## config.mk

```make
export PLATFORM = sky130hd
export DESIGN_NAME = scanline_sprite_selector_top
export DESIGN_NICKNAME = d
export VERILOG_FILES = /design/src/rtl/ssel_pkg.sv /design/src/rtl/ssel_cell.sv /design/src/rtl/scanline_sprite_selector_top.sv
export VERILOG_INCLUDE_DIRS = /design/src /design/src/rtl
export SDC_FILE = /design/constraint.sdc
export NUM_CORES = 1
export LEC_CHECK = 0
export BUFFER_PORTS_ARGS = -buffer_cell sky130_fd_sc_hd__buf_2
export CORE_MARGIN = 2
export CORE_UTILIZATION = 30
export DETAILED_ROUTE_END_ITERATION = 6
export PLACE_DENSITY = 0.54
export SYNTH_ARGS = -nofsm -noshare
export SYNTH_HDL_FRONTEND = slang
export SYNTH_SLANG_ARGS = --single-unit
```

## constraint.sdc

```tcl
create_clock -name clk_i -period 5.51 [get_ports clk_i]
set_clock_uncertainty 0.05 [all_clocks]
set_input_delay 0.8265 -clock clk_i [delete_from_list [all_inputs] [get_ports clk_i]]
set_output_delay 0.8265 -clock clk_i [all_outputs]
set_load 0.01 [all_outputs]
```

## src/rtl/scanline_sprite_selector_top_defines.svh

```systemverilog
// Assertion macros for the scanline sprite selector.
// Included by scanline_sprite_selector_top; expects clk_i and rst_ni in scope.
`ifndef SCANLINE_SPRITE_SELECTOR_TOP_DEFINES_SVH
`define SCANLINE_SPRITE_SELECTOR_TOP_DEFINES_SVH

// Check sampled on the rising clock edge, switched off while reset is held.
`define SSEL_ASSERT(lbl, prop, msg) \
  lbl: assert property (@(posedge clk_i) disable iff (!rst_ni) prop) else $error(msg);

// Check sampled on the rising clock edge, live during reset as well.
`define SSEL_ASSERT_ALWAYS(lbl, prop, msg) \
  lbl: assert property (@(posedge clk_i) prop) else $error(msg);

`endif

```

## src/rtl/ssel_pkg.sv

```systemverilog
// Shared types, constants and the sort-order function of the scanline sprite selector.
// No dependencies; used by ssel_cell and scanline_sprite_selector_top.
package ssel_pkg;

  localparam int unsigned LIST_DEPTH   = 10;
  localparam int unsigned ENTRY_COUNT  = 40;
  localparam int unsigned LINE_W       = 8;
  localparam int unsigned IDX_W        = 6;
  localparam int unsigned POS_W        = 8;
  localparam int unsigned Y_OFFSET     = 16;
  localparam int unsigned SHORT_HEIGHT = 8;

  typedef struct packed {
    logic [IDX_W-1:0] idx;
    logic [POS_W-1:0] x;
  } pick_t;

  typedef struct packed {
    logic insert;
    logic shift;
  } cell_ctrl_t;

  // True when a sorts strictly before b: by X, then by entry number.
  function automatic logic sorts_before(pick_t a, pick_t b);
    logic res;
    if (a.x != b.x) begin
      res = (a.x < b.x);
    end else begin
      res = (a.idx < b.idx);
    end
    return res;
  endfunction

endpackage

```

## src/rtl/ssel_cell.sv

```systemverilog
// One slot of the sorted object list: holds a pick and its valid bit.
// Depends on ssel_pkg for pick_t, cell_ctrl_t and sorts_before.
module ssel_cell (
  input  logic               clk_i,
  input  logic               rst_ni,
  input  ssel_pkg::cell_ctrl_t ctrl_i,
  input  ssel_pkg::pick_t    new_i,
  input  logic               left_vld_i,
  input  ssel_pkg::pick_t    left_pick_i,
  input  logic               left_keep_i,
  output logic               vld_o,
  output ssel_pkg::pick_t    pick_o,
  output logic               keep_o
);

  logic            vld_q, vld_d;
  ssel_pkg::pick_t pick_q, pick_d;

  // The held pick stays put when it sorts strictly before the new one.
  assign keep_o = vld_q & ssel_pkg::sorts_before(pick_q, new_i);

  always_comb begin
    vld_d  = vld_q;
    pick_d = pick_q;
    if (ctrl_i.insert && !keep_o) begin
      if (left_keep_i) begin
        // new pick lands here
        vld_d  = 1'b1;
        pick_d = new_i;
      end else begin
        // make room: take the neighbour's pick, the last one falls off the end
        vld_d  = left_vld_i;
        pick_d = left_pick_i;
      end
    end else if (ctrl_i.shift) begin
      vld_d  = left_vld_i;
      pick_d = left_pick_i;
    end
  end

  always_ff @(posedge clk_i or negedge rst_ni) begin
    if (!rst_ni) begin
      vld_q <= 1'b0;
    end else begin
      vld_q <= vld_d;
    end
  end

  always_ff @(posedge clk_i) begin
    pick_q <= pick_d;
  end

  assign vld_o  = vld_q;
  assign pick_o = pick_q;

endmodule

```

## src/rtl/scanline_sprite_selector_top.sv

```systemverilog
// Scanline sprite selector: a row of LIST_DEPTH cells keeps the chosen objects sorted.
// Each entry beat is accepted in S_IDLE, then inserted in S_INSERT while tready is low.
// On a final entry the row shifts towards the top slot one cell a cycle, stalling while a
// pick in the top slot waits on the output; one result leaves a cycle while taken.
// An empty list gives a single result, flagged none_chosen, after the final beat.
// Reset is asynchronous, active low: empties the list, clears tall_objects and the output.
`include "scanline_sprite_selector_top_defines.svh"

module scanline_sprite_selector_top #(
  parameter int unsigned LIST_DEPTH  = ssel_pkg::LIST_DEPTH,
  parameter int unsigned ENTRY_COUNT = ssel_pkg::ENTRY_COUNT
) (
  input  logic        clk_i,
  input  logic        rst_ni,
  // configuration port
  input  logic        psel,
  input  logic        penable,
  input  logic        pwrite,
  input  logic [1:0]  paddr,
  input  logic [31:0] pwdata,
  output logic [31:0] prdata,
  output logic        pready,
  // entry stream
  input  logic        s_axis_tvalid_i,
  output logic        s_axis_tready_o,
  // [7:0] scan_line, [13:8] entry_index, [21:14] entry_y, [29:22] entry_x, [31:30] zero
  input  logic [31:0] s_axis_tdata_i,
  input  logic        s_axis_tlast_i,   // final_entry
  // result stream
  output logic        m_axis_tvalid_o,
  input  logic        m_axis_tready_i,
  // [5:0] chosen_index, [13:6] chosen_x, [15:14] zero
  output logic [15:0] m_axis_tdata_o,
  output logic        m_axis_tuser_o,   // none_chosen
  output logic        m_axis_tlast_o    // last_of_run
);

  localparam int unsigned LW = ssel_pkg::LINE_W;
  localparam int unsigned IW = ssel_pkg::IDX_W;
  localparam int unsigned PW = ssel_pkg::POS_W;
  localparam logic [LIST_DEPTH-1:0] TopOnly = LIST_DEPTH'(1) << (LIST_DEPTH - 1);

  typedef enum logic [3:0] {
    S_IDLE   = 4'b0001,
    S_INSERT = 4'b0010,
    S_DRAIN  = 4'b0100,
    S_EMPTY  = 4'b1000
  } state_e;

  state_e state_q, state_d;

  // configuration register
  logic tall_q;
  logic cfg_wr;

  assign pready = 1'b1;
  assign cfg_wr = psel & penable & pwrite;
  assign prdata = (paddr == 2'd0) ? {31'd0, tall_q} : 32'd0;

  always_ff @(posedge clk_i or negedge rst_ni) begin
    if (!rst_ni) begin
      tall_q <= 1'b0;
    end else if (cfg_wr) begin
      tall_q <= pwdata[0];
    end
  end

  // accepted entry
  logic [LW-1:0]   line_q;
  logic [PW-1:0]   y_q;
  ssel_pkg::pick_t item_q;
  logic            fin_q;
  logic            in_acc;

  assign s_axis_tready_o = (state_q == S_IDLE);
  assign in_acc          = s_axis_tvalid_i & s_axis_tready_o;

  always_ff @(posedge clk_i) begin
    if (in_acc) begin
      line_q     <= s_axis_tdata_i[7:0];
      item_q.idx <= s_axis_tdata_i[13:8];
      y_q        <= s_axis_tdata_i[21:14];
      item_q.x   <= s_axis_tdata_i[29:22];
      fin_q      <= s_axis_tlast_i;
    end
  end

  // line hit test
  logic [LW:0] low_edge, high_edge;
  logic        hit;

  assign low_edge  = {1'b0, line_q} + (tall_q ? (LW+1)'(0) : (LW+1)'(ssel_pkg::SHORT_HEIGHT));
  assign high_edge = {1'b0, line_q} + (LW+1)'(ssel_pkg::Y_OFFSET);
  assign hit = ({1'b0, item_q.idx} < (IW+1)'(ENTRY_COUNT))
             & (low_edge < {1'b0, y_q})
             & (high_edge >= {1'b0, y_q});

  // output register
  logic            out_vld_q, out_none_q, out_last_q;
  ssel_pkg::pick_t out_pick_q;
  logic            out_free, out_load, out_load_none;

  // cell row
  logic [LIST_DEPTH-1:0] vld, keep;
  ssel_pkg::pick_t       pick [LIST_DEPTH];
  ssel_pkg::cell_ctrl_t  ctrl;
  logic                  top_vld;

  assign top_vld = vld[LIST_DEPTH-1];
  assign out_free = ~out_vld_q | m_axis_tready_i;

  always_comb begin
    ctrl.insert = (state_q == S_INSERT) & hit;
    ctrl.shift  = (state_q == S_DRAIN) & (~top_vld | out_free);
  end

  for (genvar i = 0; i < LIST_DEPTH; i++) begin : g_cell
    logic            l_vld, l_keep;
    ssel_pkg::pick_t l_pick;
    if (i == 0) begin : g_head
      assign l_vld  = 1'b0;
      assign l_keep = 1'b1;
      assign l_pick = item_q;
    end else begin : g_body
      assign l_vld  = vld[i-1];
      assign l_keep = keep[i-1];
      assign l_pick = pick[i-1];
    end
    ssel_cell u_cell (
      .clk_i       (clk_i),
      .rst_ni      (rst_ni),
      .ctrl_i      (ctrl),
      .new_i       (item_q),
      .left_vld_i  (l_vld),
      .left_pick_i (l_pick),
      .left_keep_i (l_keep),
      .vld_o       (vld[i]),
      .pick_o      (pick[i]),
      .keep_o      (keep[i])
    );
  end

  assign out_load      = (state_q == S_DRAIN) & top_vld & out_free;
  assign out_load_none = (state_q == S_EMPTY) & out_free;

  always_ff @(posedge clk_i or negedge rst_ni) begin
    if (!rst_ni) begin
      out_vld_q <= 1'b0;
    end else if (out_load || out_load_none) begin
      out_vld_q <= 1'b1;
    end else if (m_axis_tready_i) begin
      out_vld_q <= 1'b0;
    end
  end

  always_ff @(posedge clk_i) begin
    if (out_load) begin
      out_pick_q <= pick[LIST_DEPTH-1];
      out_none_q <= 1'b0;
      // lowest slot when nothing valid is left below the top cell
      out_last_q <= (vld == TopOnly);
    end else if (out_load_none) begin
      out_pick_q <= '0;
      out_none_q <= 1'b1;
      out_last_q <= 1'b1;
    end
  end

  assign m_axis_tvalid_o = out_vld_q;
  assign m_axis_tdata_o  = {2'b00, out_pick_q.x, out_pick_q.idx};
  assign m_axis_tuser_o  = out_none_q;
  assign m_axis_tlast_o  = out_last_q;

  // sequencer
  always_comb begin
    state_d = state_q;
    case (state_q)
      S_IDLE: begin
        if (in_acc) state_d = S_INSERT;
      end
      S_INSERT: begin
        if (!fin_q) begin
          state_d = S_IDLE;
        end else if (vld[0] || hit) begin
          state_d = S_DRAIN;
        end else begin
          state_d = S_EMPTY;
        end
      end
      S_DRAIN: begin
        if (vld == '0) state_d = S_IDLE;
      end
      S_EMPTY: begin
        if (out_free) state_d = S_IDLE;
      end
      default: state_d = S_IDLE;
    endcase
  end

  always_ff @(posedge clk_i or negedge rst_ni) begin
    if (!rst_ni) begin
      state_q <= S_IDLE;
    end else begin
      state_q <= state_d;
    end
  end

  `SSEL_ASSERT(a_list_prefix, (state_q == S_IDLE) |-> (((vld + 1'b1) & vld) == '0), "list not packed from slot 0")
  `SSEL_ASSERT(a_drain_empties, ((state_q == S_IDLE) && $past(state_q == S_DRAIN)) |-> (vld == '0), "list not empty after drain")
  `SSEL_ASSERT(a_last_clears, ($past(out_load) && out_last_q) |-> (vld == '0), "picks left behind last result")

endmodule
```

==> flow_summary.json <==
{
  "drv_cap": 0,
  "startpoint": "line_q[3]$_DFFE_PP_",
  "power_density_mw_per_mm2": 358.7,
  "wl_um": 24240,
  "setup.worst_path.end": "g_cell[4].u_cell.pick_o[5]$_DFFE_PP_",
  "die_y_um": 202.6,
  "criticalPathCategory": "register to register",
  "sw_frac_of_total_pct": 31.03,
  "clkTransAtPathRegs_ps": 60,
  "clk_path_buf_depth": 3,
  "die_width_um": 202.6,
  "p_leak_nw": 5.233,
  "drc_errors": 0,
  "grt_pass1_vias": 7617,
  "synthCells": 898,
  "tns_ps": 0,
  "reg2reg_setup_slack_ps": 1500,
  "portBuffers": 59,
  "initial_core_util_pct": 30.48,
  "syn_area_per_cell_sq_um": 13.18,
  "worstPathRequired_ps": 5730,
  "row_count": 72,
  "r2r_start": "line_q[3]$_DFFE_PP_",
  "grt.busiest_layer": "met2",
  "async_flop_share_pct": 7.882,
  "setup_viol": 0,
  "syn2layout_area_growth_pct": 13.29,
  "final_util_pct": 34.53,
  "vias": 7096,
  "power.switching_mw": 1.492,
  "grt_first_pass_wirelength_um": 39320,
  "antenna_found_initial": 0,
  "hp-class": "input port to asynchronous set/reset pin",
  "fin_ws_ps": 1497,
  "cts_htree_levels": 1,
  "seq_power_share_pct": 42.8,
  "place_hpwl_um": 18930,
  "cts_made_buffers": 24,
  "nNetsFinal": 1189,
  "dr.pass1.iters": 4,
  "met1_usage_pct": 15.33,
  "drtIter0Drc": 288,
  "outcome": "finished clean",
  "wl_per_cell_um": 16.11,
  "rsz0062_at_grt": "no",
  "antenna_left": 0,
  "final_common_cell": "edfxtp_1",
  "hold_viol_final": 0,
  "r2r-end": "g_cell[4].u_cell.pick_o[5]$_DFFE_PP_",
  "yosysSeqAreaShare_pct": 50.76,
  "synth-seq-cells": 203,
  "final_cell_mix": "edfxtp_1 (186), ha_1 (146), mux2_2 (134)",
  "yosys_warnings": 0,
  "tritoncts": "done",
  "yosysUniqueCellTypes": 56,
  "drv_slew": 0,
  "synth-edff-count": 186,
  "holdWs_ps": 208.6,
  "irDropWorstVdd_mv": 0.2339,
  "power_frac_comb_pct": 24.2,
  "finalCritPeriodShare_pct": 72.82,
  "p_clk_share_pct": 32.9,
  "finalPower_mw": 4.809,
  "period_needed_ps": 4013,
  "post_cts_buffers": 0,
  "viasPerCell": 4.715,
  "num_io_pins": 127,
  "cts.hold.buffers_added": 0,
  "use_met2_pct": 20.71,
  "crit_fanout": 14,
  "dieArea_sq_mm": 0.04105,
  "grt_use_met3_pct": 1.750,
  "clkLatencyLatePin_ps": 520,
  "worst_slew_pin_slew_ps": 1113,
  "grt_overflow": 0,
  "r2r_cells": 10,
  "root_buffer": "clkbuf_16",
  "end_kind": "register",
  "start_kind": "register",
  "grt_max_degree": 32,
  "synth_ff_type": "edfxtp_1",
  "core_sq_mm": 0.03883,
  "final_layout_size_suffix_gt1_share_pct": 25.23,
  "clock-sinks": 203,
  "grt.total_usage_pct": 11.96,
  "n_antenna_cell": 0,
  "dp_slack_ps": 1594,
  "fmax_mhz": 249.2,
  "p_int_mw": 3.317,
  "gp_congestion": 0.7984,
  "slew_headroom_pct": 25.20,
  "post_cts_resized": 0,
  "critical_path_arrival_ps": 4230,
  "synthesis.area_sq_mm": 0.01183
}
==> metrics by stage <==
step           instance area (sq um)  instances
2_1_floorplan                  11950        930
3_3_place_gp                   12630       1461
3_5_place_dp                   12630       1461
4_1_cts                        13410       1505
5_1_grt                        13410       1505
6_report                       13410       1505
==> worst max-delay path, stage by stage (launching register included) <==
cell      delay (ps)
edfxtp_1         390
ha_1             240
ha_1             220
xor2_1           150
ha_1             200
a211o_1          300
o221ai_1         170
a21oi_1          140
nor4_4           670
nand3_1          710
mux2_2           500
==> cell usage after synthesis (all sizes together) (16+ instances only) <==
cell type    n  share of area [%]
and2        16               0.85
o21ai       37                1.6
nand2       31               0.98
nor2        22               0.70
mux2       134                 13
edfxtp     186                 47
nand2b      19                1.0
a21oi       22               0.93
buf         44                2.6
inv         55                1.7
ha         146                 15
==> worst min path at each step <==
stage	startpoint	to	slack (ps)	depth (start not counted)
after CTS	rst_ni	tall_q$_DFFE_PN0P_	210	1
after global routing	rst_ni	m_axis_tvalid_o$_DFFE_PN0P_	230	1
final	rst_ni	m_axis_tvalid_o$_DFFE_PN0P_	210	1
after global placement	m_axis_tuser_o$_SDFFE_PP0P_	m_axis_tuser_o$_SDFFE_PP0P_	400	2
after detailed placement	m_axis_tuser_o$_SDFFE_PP0P_	m_axis_tuser_o$_SDFFE_PP0P_	410	2
after floorplan	g_cell[0].l_pick[10]$_DFFE_PP_	g_cell[0].u_cell.pick_o[10]$_DFFE_PP_	370	0
==> power groups by stage <==
stage	Sequential (mW)	Combinational [mW]	Clock [mW]
floorplan	2.04	0.839	0
global placement	2.09	1.15	0
detailed placement	2.09	1.18	0
CTS	2.06	1.18	1.62
global route	2.09	1.34	1.68
finish	2.06	1.17	1.58
==> per-layer routing <==
layer  vias to the layer above  routed length, um
li1                       3526                  -
met1                      3393              11130
met2                       134              11510
met3                        43                847
met4                         0                757
met5                         -                  0
==> cell families after synthesis <==
| logic type | Yosys count | synth area share, % |
|---|---|---|
| muxes | 136 | 12.92 |
| other | 2 | 0.06346 |
| and+or+nand+nor | 156 | 7.782 |
| DFF | 203 | 50.76 |
| adders and majority gates | 146 | 15.44 |
| buffers and inverters | 114 | 4.842 |
| xor gates and xnor gates | 5 | 0.3701 |
| AOI/OAI and AO/OA | 136 | 7.824 |
==> layout make-up <==
type | instances | area [sq um]
Timing Repair Buffer | 72 | 392.9
Sequential cell | 203 | 6007
Inverter | 55 | 206.4
Multi-Input combinational cell | 613 | 5375
Clock buffer | 37 | 710.7
Fill cell | 3792 | 25420
Tap cell | 518 | 648.1
Clock inverter | 7 | 66.31
==> flip-flops by register name (all words and copies together) (netlist names) <==
register / count
m_axis_tuser_o: 1
g_cell.l_pick: 14
y_q: 8
line_q: 8
m_axis_tlast_o: 1
fin_q: 1
m_axis_tvalid_o: 1
g_cell.u_cell.vld_o: 10
g_cell.u_cell.pick_o: 140
m_axis_tdata_o: 14
tall_q: 1
state_q: 4
Power figures use the tool's default switching activity.
